==> config.mk <==
export PLATFORM = sky130hd
export DESIGN_NAME = blramp_ramp
export DESIGN_NICKNAME = d
export VERILOG_FILES = /design/src/design/blramp_pkg.sv /design/src/design/blramp_ramp.sv
export SDC_FILE = /design/constraint.sdc
export NUM_CORES = 1
export LEC_CHECK = 0
export BUFFER_PORTS_ARGS = -buffer_cell sky130_fd_sc_hd__buf_2
export CAP_MARGIN = 20
export CORE_MARGIN = 3
export CORE_UTILIZATION = 40
export CTS_CLUSTER_SIZE = 25
export DETAILED_ROUTE_END_ITERATION = 10
export GPL_TIMING_DRIVEN = 0
export HOLD_SLACK_MARGIN = 0.1
export PLACE_DENSITY = 0.65
export SYNTH_ARGS = -nofsm -noshare
export SYNTH_HDL_FRONTEND = slang
export SYNTH_SLANG_ARGS = --single-unit
==> constraint.sdc <==
create_clock -name i_clk -period 18.51 [get_ports i_clk]
set_input_delay 3.702 -clock i_clk [delete_from_list [all_inputs] [get_ports i_clk]]
set_output_delay 3.702 -clock i_clk [all_outputs]
set_load 0.01 [all_outputs]
==> src/design/blramp_pkg.sv <==
`timescale 1ns / 1ps
// ----------------------------------------------------------------------------
// blramp_pkg
// Shared types, constants and curve functions for the backlight ramp block.
// ----------------------------------------------------------------------------
package blramp_pkg;

    localparam int CURVE_ENTRIES_DEF = 2048;

    localparam int APB_AW = 4;
    localparam int APB_DW = 32;

    localparam logic [1:0] REG_LUX_OFFSET    = 2'd0;
    localparam logic [1:0] REG_ABSENT_LEVEL  = 2'd1;
    localparam logic [1:0] REG_SAMPLE_PERIOD = 2'd2;

    localparam logic [15:0] LUX_OFFSET_RST    = 16'd1;
    localparam logic [7:0]  ABSENT_LEVEL_RST  = 8'd5;
    localparam logic [7:0]  SAMPLE_PERIOD_RST = 8'd10;

    localparam logic [7:0] LEVEL_INIT  = 8'd128;
    localparam logic [7:0] LEVEL_MAX   = 8'd255;
    localparam logic [7:0] CURVE_FLOOR = 8'd10;
    localparam logic [7:0] STEP_MIN    = 8'd1;
    localparam logic [7:0] STEP_KNEE   = 8'd20;

    // x/10 = (x*205)>>11 and x/20 = (x*205)>>12, exact for 8-bit x
    localparam logic [7:0] RECIP_10 = 8'd205;

    localparam int unsigned MAX_K     = 245;
    localparam int unsigned EXP_Q16   = 30233;
    localparam int unsigned LOG2A_Q16 = 214425;

    typedef struct packed {
        logic [15:0] lux_raw;
        logic        presence;
    } t_in;

    typedef struct packed {
        logic [7:0] level;
        logic       changed;
        logic [7:0] goal_level;
    } t_out;

    typedef struct packed {
        logic [15:0] lux_offset;
        logic [7:0]  absent_level;
        logic [7:0]  sample_period;
    } t_cfg;

    typedef struct packed {
        logic sample;
        logic use_absent;
        logic over;
    } t_sample_ctl;

    function automatic logic [31:0] log2_q16(input logic [15:0] x);
        logic [63:0] m;
        logic [31:0] r;
        int          n;
        n = 0;
        r = '0;
        if (x == '0) begin
            return '0;
        end
        for (int b = 0; b < 16; b++) begin
            if (x[b]) begin
                n = b;
            end
        end
        m = 64'(x) << (30 - n);
        r = 32'(n) << 16;
        for (int i = 0; i < 16; i++) begin
            m = (m * m) >> 30;
            if (m >= 64'h0000_0000_8000_0000) begin
                m = m >> 1;
                r[15 - i] = 1'b1;
            end
        end
        return r;
    endfunction

    function automatic logic [7:0] curve_entry(input logic [16:0] l);
        logic [63:0] t;
        int unsigned k;
        int unsigned cand;
        k = 0;
        cand = 0;
        if (l == '0) begin
            return CURVE_FLOOR;
        end
        t = ((64'(log2_q16(l[15:0])) * 64'(EXP_Q16)) >> 16) + 64'(LOG2A_Q16);
        for (int bit_w = 128; bit_w >= 1; bit_w = bit_w / 2) begin
            cand = k + bit_w;
            if (cand <= MAX_K && 64'(log2_q16(16'(cand))) <= t) begin
                k = cand;
            end
        end
        return 8'(k) + CURVE_FLOOR;
    endfunction

endpackage

==> src/design/blramp_ramp.sv <==
`timescale 1ns / 1ps
// ----------------------------------------------------------------------------
// blramp_ramp
// Target select, level step toward target, and result register.
// ----------------------------------------------------------------------------
module blramp_ramp (
    input  logic                    i_clk,
    input  logic                    i_rst_n,
    input  logic                    i_s2_valid,
    output logic                    o_s2_ready,
    input  blramp_pkg::t_sample_ctl i_s2_ctl,
    input  logic [7:0]              i_rom_data,
    input  logic [7:0]              i_absent_level,
    output logic                    o_out_valid,
    input  logic                    i_out_ready,
    output blramp_pkg::t_out        o_out_data
);

    logic             r_out_valid;
    blramp_pkg::t_out r_out;
    logic [7:0]       r_current;
    logic [7:0]       r_target;
    logic [7:0]       n_current;
    logic [7:0]       n_target;
    logic             n_changed;
    logic [7:0]       w_diff;
    logic [15:0]      w_prod;
    logic [7:0]       w_tenth;
    logic [7:0]       w_step;
    logic             w_en;
    logic             w_fire;

    assign w_en        = !r_out_valid || i_out_ready;
    assign w_fire      = i_s2_valid && w_en;
    assign o_s2_ready  = w_en;
    assign o_out_valid = r_out_valid;
    assign o_out_data  = r_out;

    always_comb begin
        n_target = r_target;
        if (i_s2_ctl.sample) begin
            if (i_s2_ctl.use_absent) begin
                n_target = i_absent_level;
            end else if (i_s2_ctl.over) begin
                n_target = blramp_pkg::LEVEL_MAX;
            end else begin
                n_target = i_rom_data;
            end
        end
        w_diff  = (n_target > r_current) ? n_target - r_current : r_current - n_target;
        w_prod  = 16'(r_current) * 16'(blramp_pkg::RECIP_10);
        w_tenth = 8'(w_prod >> 11);
        w_step  = (r_current < blramp_pkg::STEP_KNEE) ? blramp_pkg::STEP_MIN
                                                      : 8'(w_prod >> 12);
        n_current = r_current;
        n_changed = 1'b0;
        if (w_diff > w_tenth) begin
            n_changed = 1'b1;
            if (r_current < n_target) begin
                n_current = (w_diff > w_step) ? r_current + w_step : n_target;
            end else begin
                n_current = (w_diff > w_step) ? r_current - w_step : n_target;
            end
        end
    end

    always_ff @(posedge i_clk) begin
        if (!i_rst_n) begin
            r_out_valid <= 1'b0;
            r_current   <= blramp_pkg::LEVEL_INIT;
            r_target    <= blramp_pkg::LEVEL_INIT;
        end else begin
            if (w_en) begin
                r_out_valid <= i_s2_valid;
            end
            if (w_fire) begin
                r_current <= n_current;
                r_target  <= n_target;
            end
        end
    end

    always_ff @(posedge i_clk) begin
        if (w_fire) begin
            r_out.level      <= n_current;
            r_out.changed    <= n_changed;
            r_out.goal_level <= n_target;
        end
    end

endmodule

==> flow_metrics.tcl <==
set metrics [dict create \
    status "finished clean" \
    skew_ns 0.0154 \
    coreArea_um2 10000 \
    setup.worst_path.class "input pin to register" \
    endpoint_kind "register" \
    hold_class "register to register" \
    multi_input_area_um2 3040 \
    ys_async_sr_fraction_pct 0 \
    ant_nets 0 \
    wl_met3_um 702 \
    vias 3615 \
    cp.required_ns 18.56 \
    gp_congestion 0.880 \
    n_fill_cell 952 \
    final.period_utilization_pct 48.8 \
    start_util_pct 42.2 \
    crit_path_frequent_cell "o21a_1" \
    worst_skew_pair.late_latency_ns 0.30 \
    routed_wl_um 10600 \
    synth_seq_area_share_pct 20.1 \
    cts_max_level 2 \
    synth_seq_cells 34 \
    cts_root_buffer "clkbuf_8" \
    clock-sinks 34 \
    worstPathCellList "buf_2 -> or2_2 -> clkbuf_1 -> o22a_1 -> mux2i_1 -> inv_1 -> ha_1 -> buf_2 -> a21oi_1 -> a21oi_1 -> o31ai_4 -> mux2i_1 -> ha_1 -> nor2b_1 -> o21a_1 -> o21a_1 -> o21a_1 -> o22ai_1 -> nand4_1 -> clkbuf_1 -> a22o_1" \
    io_pins 42 \
    synth_area_per_cell_um2 9.06 \
    rows 36 \
    crit_buf_inv 5 \
    maxSlewViolCount 0 \
    die_w_um 109 \
    antenna_found_initial 0 \
    m1WireLength_um 4620 \
    finalSetupViolations 0 \
    wire_per_inst_um 16.3 \
    yosysUniqueCellTypes 63 \
    max-cap-violations 0 \
    die_h_um 109 \
    port_buffers 41 \
    vias_per_cell 5.55 \
    max_freq_ghz 0.111 \
    drt_iter0_drc 250 \
    seq_area_um2 851 \
    hold_violations 0 \
    crit_family "compound AO/OA/AOI/OAI gates" \
    drc 0 \
    syn_area_um2 4240 \
    syn_nets 587 \
    firstDrtPassIters 5 \
    slew_headroom_pct 52.8 \
    max_stage_delay_ns 0.47 \
    grt_pass1_wl_um 17000 \
    r2r_slack_ns 11.50 \
    nets 636 \
    fin_util_pct 47.2 \
    final_cell_area_um2 4740 \
    path_clk_slew_ns 0.08 \
    dp_hpwl_um 8610 \
    post_cts_buffers 0 \
    route.met2.wl_um 5150 \
    cts_tree "done" \
    worst_slew_pin_slew_ns 0.708 \
    cts_hold_buffers 0 \
    n_antenna_cell 0 \
    grt_pass1_vias 3467 \
    cts_max_path_buffers 2 \
    synthCells 468 \
    cts_resized 0 \
    synth_edf_count 17 \
    drive_gt1_share_pct 13.1 \
    cts_buffers 5 \
    grt_max_degree 15 \
    area_growth_pct 11.9 \
    rsz0062_at_grt "false" \
    critical_path.slowest_cell "o31ai_4" \
    critPathLaunchType "input pin" \
    ys.warnings.count 0 \
    worst_ep_arrival_time_ns 9.09 \
    crit_fanout 10 \
    synthFlopType "edfxtp_1" \
    top_layer "met4" \
    dpl-instance-area_um2 4630 \
    period_minus_slack_ns 9.04 \
    grtUsageTotal_pct 18.3 \
    tns_ns 0 \
    overflow 0 \
    die_area_um2 11900 \
]
[registers in the layout, summed over array words and instances (netlist names)]
signal       flops
o_out_data      17
o_out_valid      1
r_current        8
r_target         8
[final cells by class]
cell class,count,area share (%)
multi-input combinational,349,64.0
sequential,34,17.9
inverter,66,5.22
timing repair buffer,42,4.64
tap,133,3.51
buffer,19,2.22
clock buffer,7,1.82
clock inverter,1,0.633
[per-stage QoR]
stage / hold slack, ns / std cells / setup slack, ns
2_1_floorplan: 0.437 / 468 / 10.52
3_3_place_gp: 0.451 / 642 / 9.32
3_5_place_dp: 0.464 / 643 / 9.25
4_1_cts: 0.473 / 651 / 9.59
5_1_grt: 0.499 / 651 / 9.21
6_report: 0.478 / 651 / 9.47
[logic make-up after synthesis]
logic type,synth area share [%]
compound gates,19.1
simple gates,13.2
fa+ha+maj,30.8
buf+inv,8.32
flops,20.1
mux,5.46
xor+xnor,3.10
[worst reg2reg max path: cells and delay by family, from the launching register on]
kind	cells	cell delay [ns]
AO/OA/AOI/OAI	10	2.01
buffers and inverters	6	1.14
adder cells (fa/ha/maj)	6	2.33
flip-flops	1	0.50
AND/OR/NAND/NOR	3	0.59
XOR/XNOR	1	0.18
[placed cells by master (no fill, tap or decap), drive strengths merged, types with 3 or more instances in the layout]
| cell type | count |
|---|---|
| clkbuf | 17 |
| edfxtp | 17 |
| fa | 14 |
| buf | 51 |
| a31oi | 5 |
| a211oi | 14 |
| a21oi | 20 |
| a21o | 11 |
| o221ai | 5 |
| ha | 82 |
| inv | 66 |
| o211a | 3 |
| mux2i | 22 |
| nand3b | 4 |
| nand2 | 30 |
| nand3 | 8 |
| nand4b | 3 |
| xnor2 | 10 |
| nand4 | 11 |
| nand2b | 3 |
| nor2 | 19 |
| xor2 | 5 |
| and3 | 4 |
| dfxtp | 17 |
| o21a | 13 |
| o21ai | 12 |
| o211ai | 4 |
| o21bai | 3 |
| nor2b | 5 |
| nor4 | 3 |
| o31ai | 3 |
[final timing paths]
path,start,end,depth (start not counted)
worst max-delay path,i_s2_ctl[0],o_out_data[16]$_DFFE_PP_,21
worst min register to register,r_target[2]$_SDFFE_PN0P_,r_target[2]$_SDFFE_PN0P_,2
worst min-delay path,r_target[2]$_SDFFE_PN0P_,r_target[2]$_SDFFE_PN0P_,2
worst max register to register,r_current[4]$_SDFFE_PN0P_,o_out_data[16]$_DFFE_PP_,26
[Yosys cell counts, drive strengths merged (10+ instances only)]
cell type	number	area share (%)
a21o	11	1.9
ha	82	24
clkbuf	10	0.89
nor2	19	1.7
a21oi	20	2.4
mux2i	22	5.2
inv	66	5.8
xnor2	10	2.1
edfxtp	17	12
o21a	13	2.3
a211oi	14	2.5
nand4	11	1.8
fa	14	6.6
nand2	30	2.7
dfxtp	17	8.0
o21ai	12	1.4
[per-layer routing]
metal	up-vias	global-route usage [%]
met1	1704	23.8
li1	1776	-
met4	0	4.42
met2	118	32.9
met3	17	1.01
met5	-	0
Power is not shown: default switching activity piles up to over one toggle a cycle in this logic, so the estimate is an artifact.
