===== src/design/blramp_pkg.sv =====
`timescale 1ns / 1ps
// ----------------------------------------------------------------------------
// blramp_pkg
// Shared types, constants and curve functions for the backlight ramp block.
// ----------------------------------------------------------------------------
package blramp_pkg;

    localparam int CURVE_ENTRIES_DEF = 2048;

    localparam int APB_AW = 4;
    localparam int APB_DW = 32;

    localparam logic [1:0] REG_LUX_OFFSET    = 2'd0;
    localparam logic [1:0] REG_ABSENT_LEVEL  = 2'd1;
    localparam logic [1:0] REG_SAMPLE_PERIOD = 2'd2;

    localparam logic [15:0] LUX_OFFSET_RST    = 16'd1;
    localparam logic [7:0]  ABSENT_LEVEL_RST  = 8'd5;
    localparam logic [7:0]  SAMPLE_PERIOD_RST = 8'd10;

    localparam logic [7:0] LEVEL_INIT  = 8'd128;
    localparam logic [7:0] LEVEL_MAX   = 8'd255;
    localparam logic [7:0] CURVE_FLOOR = 8'd10;
    localparam logic [7:0] STEP_MIN    = 8'd1;
    localparam logic [7:0] STEP_KNEE   = 8'd20;

    // x/10 = (x*205)>>11 and x/20 = (x*205)>>12, exact for 8-bit x
    localparam logic [7:0] RECIP_10 = 8'd205;

    localparam int unsigned MAX_K     = 245;
    localparam int unsigned EXP_Q16   = 30233;
    localparam int unsigned LOG2A_Q16 = 214425;

    typedef struct packed {
        logic [15:0] lux_raw;
        logic        presence;
    } t_in;

    typedef struct packed {
        logic [7:0] level;
        logic       changed;
        logic [7:0] goal_level;
    } t_out;

    typedef struct packed {
        logic [15:0] lux_offset;
        logic [7:0]  absent_level;
        logic [7:0]  sample_period;
    } t_cfg;

    typedef struct packed {
        logic sample;
        logic use_absent;
        logic over;
    } t_sample_ctl;

    function automatic logic [31:0] log2_q16(input logic [15:0] x);
        logic [63:0] m;
        logic [31:0] r;
        int          n;
        n = 0;
        r = '0;
        if (x == '0) begin
            return '0;
        end
        for (int b = 0; b < 16; b++) begin
            if (x[b]) begin
                n = b;
            end
        end
        m = 64'(x) << (30 - n);
        r = 32'(n) << 16;
        for (int i = 0; i < 16; i++) begin
            m = (m * m) >> 30;
            if (m >= 64'h0000_0000_8000_0000) begin
                m = m >> 1;
                r[15 - i] = 1'b1;
            end
        end
        return r;
    endfunction

    function automatic logic [7:0] curve_entry(input logic [16:0] l);
        logic [63:0] t;
        int unsigned k;
        int unsigned cand;
        k = 0;
        cand = 0;
        if (l == '0) begin
            return CURVE_FLOOR;
        end
        t = ((64'(log2_q16(l[15:0])) * 64'(EXP_Q16)) >> 16) + 64'(LOG2A_Q16);
        for (int bit_w = 128; bit_w >= 1; bit_w = bit_w / 2) begin
            cand = k + bit_w;
            if (cand <= MAX_K && 64'(log2_q16(16'(cand))) <= t) begin
                k = cand;
            end
        end
        return 8'(k) + CURVE_FLOOR;
    endfunction

endpackage


===== src/design/blramp_regs.sv =====
`timescale 1ns / 1ps
// ----------------------------------------------------------------------------
// blramp_regs
// APB configuration registers: lux offset, absent level, sample period.
// ----------------------------------------------------------------------------
module blramp_regs (
    input  logic                          i_clk,
    input  logic                          i_rst_n,
    input  logic                          psel,
    input  logic                          penable,
    input  logic                          pwrite,
    input  logic [blramp_pkg::APB_AW-1:0] paddr,
    input  logic [blramp_pkg::APB_DW-1:0] pwdata,
    output logic [blramp_pkg::APB_DW-1:0] prdata,
    output logic                          pready,
    output blramp_pkg::t_cfg              o_cfg
);

    blramp_pkg::t_cfg r_cfg;
    logic [1:0]       w_idx;
    logic             w_wr;

    assign w_idx  = paddr[3:2];
    assign w_wr   = psel && penable && pwrite;
    assign pready = 1'b1;
    assign o_cfg  = r_cfg;

    always_ff @(posedge i_clk) begin
        if (!i_rst_n) begin
            r_cfg.lux_offset    <= blramp_pkg::LUX_OFFSET_RST;
            r_cfg.absent_level  <= blramp_pkg::ABSENT_LEVEL_RST;
            r_cfg.sample_period <= blramp_pkg::SAMPLE_PERIOD_RST;
        end else if (w_wr) begin
            unique case (w_idx)
                blramp_pkg::REG_LUX_OFFSET:    r_cfg.lux_offset    <= pwdata[15:0];
                blramp_pkg::REG_ABSENT_LEVEL:  r_cfg.absent_level  <= pwdata[7:0];
                blramp_pkg::REG_SAMPLE_PERIOD: r_cfg.sample_period <= pwdata[7:0];
                default: ;
            endcase
        end
    end

    always_comb begin
        prdata = '0;
        unique case (w_idx)
            blramp_pkg::REG_LUX_OFFSET:    prdata = 32'(r_cfg.lux_offset);
            blramp_pkg::REG_ABSENT_LEVEL:  prdata = 32'(r_cfg.absent_level);
            blramp_pkg::REG_SAMPLE_PERIOD: prdata = 32'(r_cfg.sample_period);
            default:                       prdata = '0;
        endcase
    end

endmodule


===== config.mk =====
export PLATFORM = sky130hd
export DESIGN_NAME = blramp_regs
export DESIGN_NICKNAME = d
export VERILOG_FILES = /design/src/design/blramp_pkg.sv /design/src/design/blramp_regs.sv
export SDC_FILE = /design/constraint.sdc
export NUM_CORES = 1
export LEC_CHECK = 0
export ABC_AREA = 0
export BUFFER_PORTS_ARGS = -buffer_cell sky130_fd_sc_hd__buf_2
export CORE_AREA = 2 2 67 69
export CTS_CLUSTER_DIAMETER = 60
export DETAILED_ROUTE_END_ITERATION = 8
export DIE_AREA = 0 0 69 71
export HOLD_SLACK_MARGIN = 0.02
export PLACE_DENSITY = 0.77
export SYNTH_ARGS = -nofsm -noshare
export SYNTH_HDL_FRONTEND = slang
export SYNTH_SLANG_ARGS = --single-unit

===== constraint.sdc =====
create_clock -name i_clk -period 1.3 [get_ports i_clk]
set_input_delay 0.13 -clock i_clk [delete_from_list [all_inputs] [get_ports i_clk]]
set_output_delay 0.13 -clock i_clk [all_outputs]
set_load 0.02 [all_outputs]

==> impl_metrics.sql <==
INSERT INTO impl_metrics (metric_group, metric, value, unit) VALUES
('detailed_routing', 'drc_violation_count_after_routing', '0', ''),
('min_path', 'worst_hold_path.endpoint', 'o_cfg[30]$_SDFFE_PN0P_', ''),
('synth', 'synth_seq_area_share', '38.4', '%'),
('clocking', 'ctsHoldBuffers', '0', ''),
('sta', 'totalNegativeSetupSlack', '0', 'ns'),
('floorplan', 'die_height', '71', 'µm'),
('clocking', 'tritoncts.num_buffers', '5', ''),
('clocking', 'postCtsSetupRepairBufs', '0', ''),
('sta', 'layout_min_cycle_time', '1.20', 'ns'),
('global_route', 'gr-usage-all-layers', '15.7', '%'),
('floorplan', 'fp.coreArea', '4200', 'µm²'),
('floorplan', 'fp.dieArea', '4900', 'µm²'),
('setup_path', 'worstSetupPathType', 'reg2out', ''),
('setup_path', 'cp.required', '1.17', 'ns'),
('min_path', 'min_path_cells', '3', ''),
('synth', 'synth-edff-count', '0', ''),
('placement', 'port_buffers', '70', ''),
('synth', 'synth_flop_cell', 'sky130_fd_sc_hd__dfxtp_1', ''),
('floorplan', 'chipWidth', '69', 'µm'),
('synth', 'synth.yosys.warnings', '0', ''),
('layout', 'finish.net_count', '304', ''),
('pwr', 'ir_worst_vdd', '0.598', 'mV'),
('detailed_routing', 'ant_nets', '0', ''),
('floorplan', 'top_level_ports', '106', ''),
('global_route', 'wire_length_of_the_first_global_routing_pass', '6110', 'µm'),
('sta', 'timing.final.max_slew_violations', '0', ''),
('clocking', 'cts_htree_levels', '2', ''),
('setup_path', 'ff2ff_path_depth', '3', ''),
('synth', 'ys_async_sr_fraction', '0', '%'),
('min_path', 'worstHoldPathType', 'in2reg', ''),
('clocking', 'clk_root_buffer_cell', 'sky130_fd_sc_hd__clkbuf_8', ''),
('setup_path', 'worst_r2r_endpoint', 'o_cfg[16]$_SDFFE_PN1P_', ''),
('pwr', 'design_power_total', '2.06', 'mW'),
('detailed_routing', 'routed_via_count_divided_by_cell_count', '4.59', ''),
('detailed_routing', 'drt_pass_1_iters', '4', ''),
('synth', 'netlist_instances', '187', ''),
('layout', 'antenna_cells', '0', ''),
('layout', 'area_delta_synth_final', '27.9', '%'),
('pwr', 'clkPwrFrac', '37.6', '%'),
('pwr', 'power_switching_share', '26.2', '%'),
('global_route', 'grt.overflow.total', '0', ''),
('pwr', 'p_per_area', '963', 'nW/µm²'),
('clocking', 'clock_path_buffers', '2', ''),
('placement', 'postPlaceCellArea', '2040', 'µm²'),
('sta', 'rsz0062_at_grt', 'false', ''),
('layout', 'largest_register_ff_count', '32', ''),
('sta', 'final-hold-violation-count', '0', ''),
('run_status', 'run_status', 'complete, no violations', ''),
('sta', 'setup_viol', '0', ''),
('setup_path', 'crit_path_end_kind', 'output port', ''),
('sta', 'fin_crit_sh', '92.2', '%'),
('setup_path', 'regToRegStartpoint', 'o_cfg[16]$_SDFFE_PN1P_', ''),
('synth', 'synth_seq_cells', '32', ''),
('pwr', 'power.net_switching', '0.538', 'mW'),
('clocking', 'tritoncts', 'built', ''),
('setup_path', 'reg2reg_slack', '0.55', 'ns'),
('detailed_routing', 'post_drt_wl_per_cell', '12.0', 'µm'),
('placement', 'placed_cells', '308', ''),
('setup_path', 'critPathLaunchType', 'flop', ''),
('min_path', 'holdCritStartpoint', 'pwdata[14]', ''),
('clocking', 'path_clk_slew', '0.06', 'ns'),
('global_route', 'grt_antenna_before_repair', '0', ''),
('clocking', 'clock_sink_count', '32', ''),
('layout', 'layout-drive-gt1-share', '36.7', '%'),
('layout', 'final_area', '2130', 'µm²'),
('run', 'timing.max_cap.violations', '0', ''),
('synth', 'synth.lib_cells_used.distinct', '23', ''),
('setup_path', 'highest_fanout_seen_on_the_critical_path', '3', ''),
('placement', 'globalplace.congestion', '0.751', ''),
('pwr', 'cellInternalPower', '1.52', 'mW'),
('clocking', 'clock_insertion_delay_worst_skew', '0.28', 'ns');
placed cells by master (no fill, tap or decap), types with 2 or more instances in the layout:
cell	synthesis	layout
sky130_fd_sc_hd__clkinv_2	0	2
sky130_fd_sc_hd__conb_1	2	17
sky130_fd_sc_hd__a21oi_1	2	2
sky130_fd_sc_hd__buf_4	21	11
sky130_fd_sc_hd__buf_12	0	2
sky130_fd_sc_hd__mux2i_1	38	38
sky130_fd_sc_hd__clkbuf_8	0	6
sky130_fd_sc_hd__nor2b_1	7	7
sky130_fd_sc_hd__nand2_1	51	51
sky130_fd_sc_hd__and2_1	8	8
sky130_fd_sc_hd__dfxtp_1	32	31
sky130_fd_sc_hd__buf_2	1	70
sky130_fd_sc_hd__o21ai_0	8	7
cell families after synthesis:
group,Yosys count,synth area share [%]
AND/OR/NAND/NOR,74,21.3
AO/OA/AOI/OAI,11,3.45
other,2,0.450
multiplexers,38,22.8
buffers and inverters,30,13.6
flip-flops,32,38.4
final cells by class:
class | count | area, µm²
Fill cell | 417 | 2070
Tap cell | 52 | 65.1
Clock buffer | 6 | 82.6
Sequential cell | 32 | 642
Clock inverter | 2 | 10.0
Multi-Input combinational cell | 140 | 857
Timing Repair Buffer | 83 | 473
Inverter | 1 | 3.75
repair_timing:
item / 4_1_cts / 5_1_grt
gates resized for setup: 0 / 2
hold endpoints to repair: 0 / 0
endpoints found under the setup margin: 0 / 2
synth_stat cells, types with 2 or more instances:
master / count / area (µm²)
sky130_fd_sc_hd__conb_1: 2 / 7.51
sky130_fd_sc_hd__o21ai_0: 8 / 40.0
sky130_fd_sc_hd__buf_4: 21 / 158
sky130_fd_sc_hd__clkbuf_1: 3 / 11.3
sky130_fd_sc_hd__a21oi_1: 2 / 10.0
sky130_fd_sc_hd__and2_1: 8 / 50.1
sky130_fd_sc_hd__mux2i_1: 38 / 380
sky130_fd_sc_hd__nor2b_1: 7 / 43.8
sky130_fd_sc_hd__nand2_1: 51 / 191
sky130_fd_sc_hd__dfxtp_1: 32 / 641
sky130_fd_sc_hd__buf_6: 3 / 33.8
worst max-delay path, cell delays in order (launching register included):
cell,delay [ns]
sky130_fd_sc_hd__dfxtp_1,0.35
sky130_fd_sc_hd__mux2i_1,0.07
sky130_fd_sc_hd__o21ai_0,0.17
sky130_fd_sc_hd__buf_2,0.20
per-layer routing:
| layer | up-vias | GRT usage, % | wire (µm) |
|---|---|---|---|
| met3 | 7 | 4.13 | 250 |
| met1 | 654 | 18.1 | 1580 |
| met4 | 0 | 6.54 | 74 |
| met5 | - | 0 | 0 |
| li1 | 727 | - | - |
| met2 | 62 | 27.5 | 1890 |
power by group through the flow:
| stage | Sequential (mW) | Combinational (mW) | Clock (mW) |
|---|---|---|---|
| after floorplan | 1.04 | 0.205 | 0 |
| after global placement | 1.02 | 0.276 | 0 |
| after detailed placement | 1.03 | 0.280 | 0 |
| after CTS | 1.00 | 0.282 | 0.808 |
| after global routing | 1.00 | 0.303 | 0.859 |
| final | 1.00 | 0.280 | 0.772 |
worst max path at each step:
stage	startpoint	to	cells past startpoint
after floorplan	o_cfg[1]$_SDFFE_PN1P_	prdata[1]	2
after global placement	paddr[3]	o_cfg[5]$_SDFFE_PN0P_	5
after detailed placement	paddr[3]	o_cfg[5]$_SDFFE_PN0P_	5
after CTS	o_cfg[1]$_SDFFE_PN1P_	prdata[1]	3
after global routing	o_cfg[7]$_SDFFE_PN0P_	prdata[7]	3
final	o_cfg[17]$_SDFFE_PN0P_	prdata[1]	3
through the flow:
stage | hold slack, ns | setup slack, ns | util, %
after floorplan | 0.272 | 0.144 | -
after global placement | 0.379 | 0.148 | 48.5
after detailed placement | 0.390 | 0.101 | 48.5
after CTS | 0.0821 | 0.0523 | 50.7
after global routing | 0.0902 | 0.0191 | 50.7
final | 0.0937 | 0.101 | 50.7
No activity file was read; power rests on OpenSTA's default activity.
