## src/design/blramp_pkg.sv

```systemverilog
`timescale 1ns / 1ps
// ----------------------------------------------------------------------------
// blramp_pkg
// Shared types, constants and curve functions for the backlight ramp block.
// ----------------------------------------------------------------------------
package blramp_pkg;

    localparam int CURVE_ENTRIES_DEF = 2048;

    localparam int APB_AW = 4;
    localparam int APB_DW = 32;

    localparam logic [1:0] REG_LUX_OFFSET    = 2'd0;
    localparam logic [1:0] REG_ABSENT_LEVEL  = 2'd1;
    localparam logic [1:0] REG_SAMPLE_PERIOD = 2'd2;

    localparam logic [15:0] LUX_OFFSET_RST    = 16'd1;
    localparam logic [7:0]  ABSENT_LEVEL_RST  = 8'd5;
    localparam logic [7:0]  SAMPLE_PERIOD_RST = 8'd10;

    localparam logic [7:0] LEVEL_INIT  = 8'd128;
    localparam logic [7:0] LEVEL_MAX   = 8'd255;
    localparam logic [7:0] CURVE_FLOOR = 8'd10;
    localparam logic [7:0] STEP_MIN    = 8'd1;
    localparam logic [7:0] STEP_KNEE   = 8'd20;

    // x/10 = (x*205)>>11 and x/20 = (x*205)>>12, exact for 8-bit x
    localparam logic [7:0] RECIP_10 = 8'd205;

    localparam int unsigned MAX_K     = 245;
    localparam int unsigned EXP_Q16   = 30233;
    localparam int unsigned LOG2A_Q16 = 214425;

    typedef struct packed {
        logic [15:0] lux_raw;
        logic        presence;
    } t_in;

    typedef struct packed {
        logic [7:0] level;
        logic       changed;
        logic [7:0] goal_level;
    } t_out;

    typedef struct packed {
        logic [15:0] lux_offset;
        logic [7:0]  absent_level;
        logic [7:0]  sample_period;
    } t_cfg;

    typedef struct packed {
        logic sample;
        logic use_absent;
        logic over;
    } t_sample_ctl;

    function automatic logic [31:0] log2_q16(input logic [15:0] x);
        logic [63:0] m;
        logic [31:0] r;
        int          n;
        n = 0;
        r = '0;
        if (x == '0) begin
            return '0;
        end
        for (int b = 0; b < 16; b++) begin
            if (x[b]) begin
                n = b;
            end
        end
        m = 64'(x) << (30 - n);
        r = 32'(n) << 16;
        for (int i = 0; i < 16; i++) begin
            m = (m * m) >> 30;
            if (m >= 64'h0000_0000_8000_0000) begin
                m = m >> 1;
                r[15 - i] = 1'b1;
            end
        end
        return r;
    endfunction

    function automatic logic [7:0] curve_entry(input logic [16:0] l);
        logic [63:0] t;
        int unsigned k;
        int unsigned cand;
        k = 0;
        cand = 0;
        if (l == '0) begin
            return CURVE_FLOOR;
        end
        t = ((64'(log2_q16(l[15:0])) * 64'(EXP_Q16)) >> 16) + 64'(LOG2A_Q16);
        for (int bit_w = 128; bit_w >= 1; bit_w = bit_w / 2) begin
            cand = k + bit_w;
            if (cand <= MAX_K && 64'(log2_q16(16'(cand))) <= t) begin
                k = cand;
            end
        end
        return 8'(k) + CURVE_FLOOR;
    endfunction

endpackage

```

## src/design/blramp_sample.sv

```systemverilog
`timescale 1ns / 1ps
// ----------------------------------------------------------------------------
// blramp_sample
// Input register, tick counter and offset lux; issues the curve lookup.
// ----------------------------------------------------------------------------
module blramp_sample #(
    parameter int CURVE_ENTRIES = blramp_pkg::CURVE_ENTRIES_DEF,
    parameter int AW            = $clog2(CURVE_ENTRIES)
) (
    input  logic                          i_clk,
    input  logic                          i_rst_n,
    input  logic                          i_in_valid,
    output logic                          o_in_ready,
    input  blramp_pkg::t_in               i_in_data,
    input  blramp_pkg::t_cfg              i_cfg,
    input  logic                          i_s2_ready,
    output logic                          o_s2_valid,
    output blramp_pkg::t_sample_ctl       o_s2_ctl,
    output logic                          o_rom_en,
    output logic [AW-1:0]                 o_rom_addr
);

    logic                    r_in_valid;
    blramp_pkg::t_in         r_in;
    logic                    r_s2_valid;
    blramp_pkg::t_sample_ctl r_s2_ctl;
    logic [7:0]              r_tick;
    logic [7:0]              n_tick;
    blramp_pkg::t_sample_ctl n_ctl;
    logic [15:0]             w_lux;
    logic                    w_en1;
    logic                    w_en2;

    assign w_en2      = !r_s2_valid || i_s2_ready;
    assign w_en1      = !r_in_valid || w_en2;
    assign o_in_ready = w_en1;
    assign o_s2_valid = r_s2_valid;
    assign o_s2_ctl   = r_s2_ctl;
    assign o_rom_en   = w_en2;

    always_comb begin
        n_ctl.sample     = (r_tick >= i_cfg.sample_period);
        n_ctl.use_absent = !r_in.presence;
        w_lux = (r_in.lux_raw > i_cfg.lux_offset) ? (r_in.lux_raw - i_cfg.lux_offset) : '0;
        n_ctl.over = ({1'b0, w_lux} >= 17'(CURVE_ENTRIES));
        o_rom_addr = n_ctl.over ? '0 : w_lux[AW-1:0];
        n_tick = n_ctl.sample ? '0 : r_tick + 8'd1;
    end

    always_ff @(posedge i_clk) begin
        if (!i_rst_n) begin
            r_in_valid <= 1'b0;
            r_s2_valid <= 1'b0;
            r_tick     <= '0;
        end else begin
            if (w_en1) begin
                r_in_valid <= i_in_valid;
            end
            if (w_en2) begin
                r_s2_valid <= r_in_valid;
            end
            if (w_en2 && r_in_valid) begin
                r_tick <= n_tick;
            end
        end
    end

    always_ff @(posedge i_clk) begin
        if (w_en1 && i_in_valid) begin
            r_in <= i_in_data;
        end
        if (w_en2) begin
            r_s2_ctl <= n_ctl;
        end
    end

endmodule

```

## config.mk

```make
export PLATFORM = sky130hd
export DESIGN_NAME = blramp_sample
export DESIGN_NICKNAME = d
export VERILOG_FILES = /design/src/design/blramp_pkg.sv /design/src/design/blramp_sample.sv
export SDC_FILE = /design/constraint.sdc
export NUM_CORES = 1
export LEC_CHECK = 0
export ABC_AREA = 1
export BUFFER_PORTS_ARGS = -buffer_cell sky130_fd_sc_hd__clkbuf_2
export CAP_MARGIN = 20
export CORE_MARGIN = 5
export CORE_UTILIZATION = 54
export DETAILED_ROUTE_END_ITERATION = 8
export PLACE_DENSITY = 0.8
export SYNTH_ARGS = -nofsm -noshare
export SYNTH_HDL_FRONTEND = slang
export SYNTH_SLANG_ARGS = --single-unit
```

## constraint.sdc

```tcl
create_clock -name i_clk -period 2.5 [get_ports i_clk]
set_input_delay 0.25 -clock i_clk [delete_from_list [all_inputs] [get_ports i_clk]]
set_output_delay 0.25 -clock i_clk [all_outputs]
set_load 0.005 [all_outputs]
```

==> results of run 1 <==
-- stage by stage --
step,hold WS (ns),TNS [ns],setup slack [ns]
detailed placement,0.429,0,0.0901
floorplan,0.349,0,0.395
CTS,0.131,-0.516,-0.0618
global route,0.134,-1.16,-0.142
finish,0.139,0,0.0118
global placement,0.428,0,0.144
-- metal layers --
| metal | share of wire, % | wire, um | up-vias |
|---|---|---|---|
| met2 | 51 | 3030 | 60 |
| met1 | 41 | 2470 | 1111 |
| met5 | 0 | 0 | - |
| met3 | 5.9 | 355 | 12 |
| li1 | - | - | 1320 |
| met4 | 1.9 | 113 | 0 |
-- area by class of cell --
type / instances / area, um2
clock inverters: 1 / 5.00
multi-input cells: 254 / 1720
inverters: 94 / 353
well taps: 67 / 83.8
clock buffers: 7 / 86.3
fillers: 373 / 1280
flip-flops and latches: 30 / 801
repair buffers: 72 / 424
-- cells by family after synthesis --
kind of cell	after synthesis
buf+inv	97
flops	30
fa+ha+maj	26
xor+xnor	13
compound gates	16
simple gates	198
-- sequential cells by signal (all words and copies together), names as in the netlist --
register / cells
o_s2_valid: 1
o_s2_ctl: 3
r_in: 17
r_tick: 8
r_in_valid: 1
-- where the power goes --
| group | leakage, uW | switching, uW | internal (uW) |
|---|---|---|---|
| Combinational | 0.00155 | 299 | 228 |
| Sequential | 0.000281 | 15.6 | 558 |
| Clock | 0.0000482 | 174 | 222 |
-- layout by cell type, fill, tap and decap left out, drive strengths merged, types with 7 or more instances in the layout --
master,instances
inv,94
dfxtp,10
nand3,20
nor2,25
xnor2,7
ha,25
nor3,14
a21oi,14
nand2,124
buf,20
edfxtp,20
clkbuf,59
-- what timing repair did --
action,CTS,global route
buffers inserted,6,3
setup endpoints to repair,11,11
resized for setup,15,40
pin swaps,3,2
cloned,1,1
-- how the worst max path moves through the flow --
| stage | startpoint | end | slack (ns) | cells past startpoint |
|---|---|---|---|---|
| after floorplan | r_in[1]$_DFFE_PP_ | o_rom_addr[2] | 0.40 | 14 |
| after global placement | i_cfg[16] | o_rom_addr[1] | 0.14 | 15 |
| after detailed placement | i_cfg[16] | o_rom_addr[6] | 0.09 | 15 |
| after CTS | r_in[1]$_DFFE_PP_ | o_rom_addr[6] | -0.06 | 15 |
| after global routing | r_in[1]$_DFFE_PP_ | o_rom_addr[3] | -0.14 | 15 |
| final | r_in[1]$_DFFE_PP_ | o_rom_addr[3] | 0.01 | 15 |
==> flow_metrics.py, run 1 <==
metrics = {
    "logic_synthesis": {
        "synth_compound_area_share_pct": 3.20,
        "netlist_instances": 380,
        "synth_edf_count": 20,
        "synth_top_cells_by_area": "edfxtp_1, nand2_1, inv_1",
        "yosys_most_used_dff": "edfxtp_1",
        "synth_top_area_share_pct": 22.6,
        "synth_fp_nets": 459,
        "synth_top_family_by_area": "simple AND/OR/NAND/NOR gates",
        "synth.largest_area_cell": "edfxtp_1",
        "synth_common_cells": "nand2_1, inv_1, ha_1",
        "yosysMostFrequentCell": "nand2_1",
        "yosysSeqAreaShare_pct": 30.1,
        "yosys.area_share.simple_pct": 35.3,
        "yosys_warnings": 0,
        "ys_ff_latch": 30,
        "syn_area_per_cell_um2": 6.99,
        "synth-async-reset-ratio_pct": 0,
        "syn_area_um2": 2660,
        "synth_fa_ha_area_share_pct": 12.5,
        "muxShareOfSynthArea_pct": 0,
        "synth-xor-area-share_pct": 4.28,
        "ys_types": 25,
    },
    "critical_path": {
        "crit_path_top_delay_cell": "fa_2",
        "crit_required_ns": 2.25,
        "start_kind": "flip-flop",
        "crit_path_end_kind": "output pin",
        "slowest_delay_ns": 0.34,
        "crit_chain": "inv_2 > ha_4 > fa_2 > inv_2 > nand2_1 > nand2_1 > and2_4 > nand2_4 > nand3_2 > nand2_2 > nand2_2 > nand3_4 > buf_16 > nor3_4 > buf_2",
        "reg2reg_slack_ns": 0.34,
        "crit_arrival_ns": 2.24,
        "r2r-start": "r_in[1]$_DFFE_PP_",
        "cp.buffers_inverters": 4,
        "r2r_cells": 15,
        "worstSetupPathType": "flip-flop to output pin",
        "path_max_fanout": 5,
        "r2r-end": "o_s2_ctl[0]$_DFFE_PP_",
        "cpLargestDelayFamily": "simple AND/OR/NAND/NOR gates",
    },
    "final_layout": {
        "drive_above_1_share_pct": 30.3,
        "finalInstanceArea_um2": 3470,
        "layout.nets": 536,
        "final_util_pct": 73.0,
        "area_growth_pct": 30.6,
        "insertedDiodeCount": 0,
        "final_cells": 525,
    },
    "floorplanning": {
        "num_rows": 25,
        "num_io_pins": 70,
        "die_width_um": 80.2,
        "coreArea_um2": 4750,
        "start_util_pct": 55.9,
        "die_area_um2": 6420,
        "die_h_um": 80.2,
    },
    "place": {
        "gp_congestion": 0.853,
        "io_buffer_count": 61,
        "place_area_um2": 3030,
        "dpl.cell_count": 506,
        "dp_hpwl_um": 4600,
    },
    "clock_network": {
        "clock-sinks": 30,
        "clock_latency_ns": 0.28,
        "clk_pin_slew_worst_paths_ns": 0.07,
        "cts_max_path_buffers": 2,
        "clockRootBuffer": "clkbuf_8",
        "holdBufCountCts": 0,
        "cts_tree": "built",
        "cts_buffers": 5,
        "h-tree-depth": 2,
    },
    "global_routing": {
        "grtUsageMet1_pct": 21.4,
        "antenna_found_initial": 0,
        "grt_overflow": 0,
        "grt_max_degree": 18,
        "track_usage_pct": 19.2,
        "grt_pass1_wl_um": 9830,
        "grtUsageMet2_pct": 34.5,
        "grt_pass1_vias": 2482,
        "grt-busiest-layer": "met2",
        "use_met3_pct": 4.60,
    },
    "detailed_routing": {
        "drt_iter0_drc": 62,
        "post-route-drc-count": 0,
        "ant_nets": 0,
        "vias": 2503,
        "vias_per_cell": 4.77,
        "wirelength_um": 5970,
        "firstDrtPassIters": 4,
        "wl_per_cell_um": 11.4,
    },
    "hold_path": {
        "hp-start": "i_in_data[16]",
        "hold_end": "r_in[16]$_DFFE_PP_",
        "hp-class": "input port to flip-flop",
        "whs_path_depth": 1,
    },
    "timing": {
        "hold_viol_final": 0,
        "slew_headroom_pct": 54.7,
        "layout_min_cycle_time_ns": 2.49,
        "tightest_slew_ns": 0.678,
        "setup_violations": 0,
        "drv_slew": 0,
        "skew_ns": 0.00715,
        "clock.fmax_ghz": 0.402,
        "period_share_pct": 99.5,
        "rsz0062_at_grt": "yes",
    },
    "run": {
        "max_cap_violations": 0,
    },
    "power_and_ir_drop": {
        "p_leak_uw": 0.00188,
        "vdd_ir_drop_max_uv": 519,
        "p_total_uw": 1500,
        "power_density_nw_per_um2": 431,
    },
    "status": {
        "outcome": "complete, no violations",
    },
}
Note: power is estimated with default switching activity, not from simulation.
==> run 2, diff against run 1 <==
- PLACE_DENSITY: 0.8 -> 0.79
==> run 2 against run 1 <==
  * The run now ends with setup timing left
  * Clock-buffer cell count unchanged
  * Clock power about the same
  * Worst hold slack worse by 0.0014 ns
  * Register-to-register slack worse by 0.09 ns
==> flow_metrics.py, run 2 (same netlist as run 1, synthesis figures left out) <==
metrics = {
    "status": {
        "outcome": "complete, but fails checks",
        "violations": "setup timing",
    },
    "timing": {
        "setup_violations": 10,
        "fin_ws_ns": -0.0282,
        "period_share_pct": 101,
        "hold_viol_final": 0,
        "drv_slew": 0,
        "layout_min_cycle_time_ns": 2.53,
        "rsz0062_at_grt": "yes",
        "tightest_slew_ns": 0.679,
        "clock.fmax_ghz": 0.396,
        "skew_ns": 0.00794,
        "slew_headroom_pct": 54.7,
    },
    "critical_path": {
        "critical_path_depth": 15,
        "crit_path_end_kind": "output pin",
        "crit_required_ns": 2.25,
        "r2r_cells": 15,
        "worstSetupPathType": "flip-flop to output pin",
        "cp.buffers_inverters": 4,
        "slowest_delay_ns": 0.35,
        "start_kind": "flip-flop",
        "crit_arrival_ns": 2.28,
        "path_max_fanout": 5,
        "cp_common_cell": "nand2_2",
        "cpLargestDelayFamily": "simple AND/OR/NAND/NOR gates",
        "crit_path_top_delay_cell": "fa_2",
        "crit_chain": "inv_1 > ha_2 > fa_2 > inv_2 > nand2_2 > nand2_2 > and2_4 > nand2_4 > nand3_2 > nand2_2 > nand2_2 > nand3_4 > buf_16 > nor3_2 > buf_2",
    },
    "floorplanning": {
        "num_io_pins": 70,
        "coreArea_um2": 4750,
        "num_rows": 25,
        "die_h_um": 80.2,
        "start_util_pct": 55.9,
        "die_width_um": 80.2,
        "die_area_um2": 6420,
    },
    "clock_network": {
        "h-tree-depth": 2,
        "clock-sinks": 30,
        "cts_tree": "built",
        "cts_max_path_buffers": 2,
        "clk_pin_slew_worst_paths_ns": 0.07,
        "clock_latency_ns": 0.28,
        "cts_buffers": 5,
        "clockRootBuffer": "clkbuf_8",
        "holdBufCountCts": 0,
    },
    "final_layout": {
        "final_util_pct": 71.3,
        "top_register": "r_in",
        "mostFrequentLayoutCells": "nand2_1, inv_1, clkbuf_2",
        "insertedDiodeCount": 0,
        "largest_reg_flops": 17,
        "final_cells": 523,
        "fillCellCount": 405,
        "area_growth_pct": 27.6,
        "drive_above_1_share_pct": 30.5,
        "finalInstanceArea_um2": 3390,
        "multi_input_area_um2": 1660,
        "layout_commonest_cell": "nand2_1",
        "layout.nets": 534,
        "register_area_um2": 801,
    },
    "power_and_ir_drop": {
        "switching_share_pct": 33.3,
        "pwr-share-comb_pct": 34.9,
        "power.share.sequential_pct": 38.3,
        "p_sw_uw": 496,
        "vdd_ir_drop_max_uv": 399,
        "intPower_uw": 993,
        "p_leak_uw": 0.00187,
        "clkPwrFrac_pct": 26.7,
        "power_density_nw_per_um2": 439,
    },
    "global_routing": {
        "track_usage_pct": 19.8,
        "grt_pass1_wl_um": 9980,
        "grt_max_degree": 18,
        "antenna_found_initial": 0,
        "grt_pass1_vias": 2427,
        "grt-busiest-layer": "met2",
        "use_met3_pct": 4.93,
        "grt_overflow": 0,
        "grtUsageMet2_pct": 34.7,
        "grtUsageMet1_pct": 22.9,
    },
    "place": {
        "io_buffer_count": 61,
        "dpl.cell_count": 506,
        "gp_congestion": 0.870,
        "dp_hpwl_um": 4630,
        "place_area_um2": 3030,
    },
    "detailed_routing": {
        "wirelength_um": 6040,
        "vias": 2508,
        "firstDrtPassIters": 4,
        "drt_iter0_drc": 65,
        "vias_per_cell": 4.80,
        "post-route-drc-count": 0,
        "wl_per_cell_um": 11.5,
        "ant_nets": 0,
    },
    "hold_path": {
        "whs_path_depth": 1,
        "hp-class": "input port to flip-flop",
    },
    "run": {
        "max_cap_violations": 0,
    },
}
## run 2: cell types whose count changed in the layout (fill, tap and decap cells not counted)
cell     before  now
a21oi_1      14   13
a21oi_2       0    1
buf_4         8    5
ha_1         12   14
ha_2          0    5
ha_4         13    6
inv_1        91   92
inv_2         3    2
nand2_1     107  103
nand2_2      15   19
nand2_4       2    3
nor2_2        7    8
nor2_4        1    0
## run 2: path summary, 6_finish.rpt
kind                             to                   start  slack, ns
max                   o_rom_addr[8]       r_in[1]$_DFFE_PP_      -0.03
min              r_in[16]$_DFFE_PP_           i_in_data[16]       0.14
max reg2reg   o_s2_ctl[0]$_DFFE_PP_       r_in[1]$_DFFE_PP_       0.25
min reg2reg  r_tick[1]$_SDFFE_PN0P_  r_tick[1]$_SDFFE_PN0P_       0.52
## run 2: area by class of cell
cell class	instances	area share (%)
clock inverter	1	0.148
tap	67	2.47
clock buffer	7	2.55
inverter	94	10.4
timing repair buffer	69	11.8
multi-input combinational	255	49.0
sequential	30	23.6
## run 2: power groups by stage
stage	Clock (uW)	Sequential [uW]	Combinational [uW]
2_1_floorplan	0	576	323
3_3_place_gp	0	577	413
3_5_place_dp	0	578	424
4_1_cts	408	569	471
5_1_grt	433	572	584
6_report	398	571	520
## run 2: metal layers
| layer | wire (um) | share of wire, % |
|---|---|---|
| met1 | 2550 | 42 |
| met2 | 3000 | 50 |
| met3 | 376 | 6.2 |
| met4 | 114 | 1.9 |
| met5 | 0 | 0 |
## run 2: stage by stage
| stage | setup slack (ns) | hold WS (ns) | total power, uW | TNS (ns) |
|---|---|---|---|---|
| 6_report | -0.0282 | 0.138 | 1490 | -0.132 |
| 5_1_grt | -0.181 | 0.126 | 1590 | -1.67 |
| 4_1_cts | -0.0595 | 0.129 | 1450 | -0.529 |
| 3_5_place_dp | 0.0801 | 0.429 | 1000 | 0 |
| 3_3_place_gp | 0.142 | 0.427 | 990 | 0 |
| 2_1_floorplan | 0.395 | 0.349 | 899 | 0 |
## run 2: repair_timing
action                                 in CTS  in global routing
gates cloned                                2                  1
buffers inserted                            5                  1
pin swaps                                   5                  4
gates resized for setup                    16                 35
endpoints found under the hold margin       0                  0
setup endpoints to repair                  11                 11
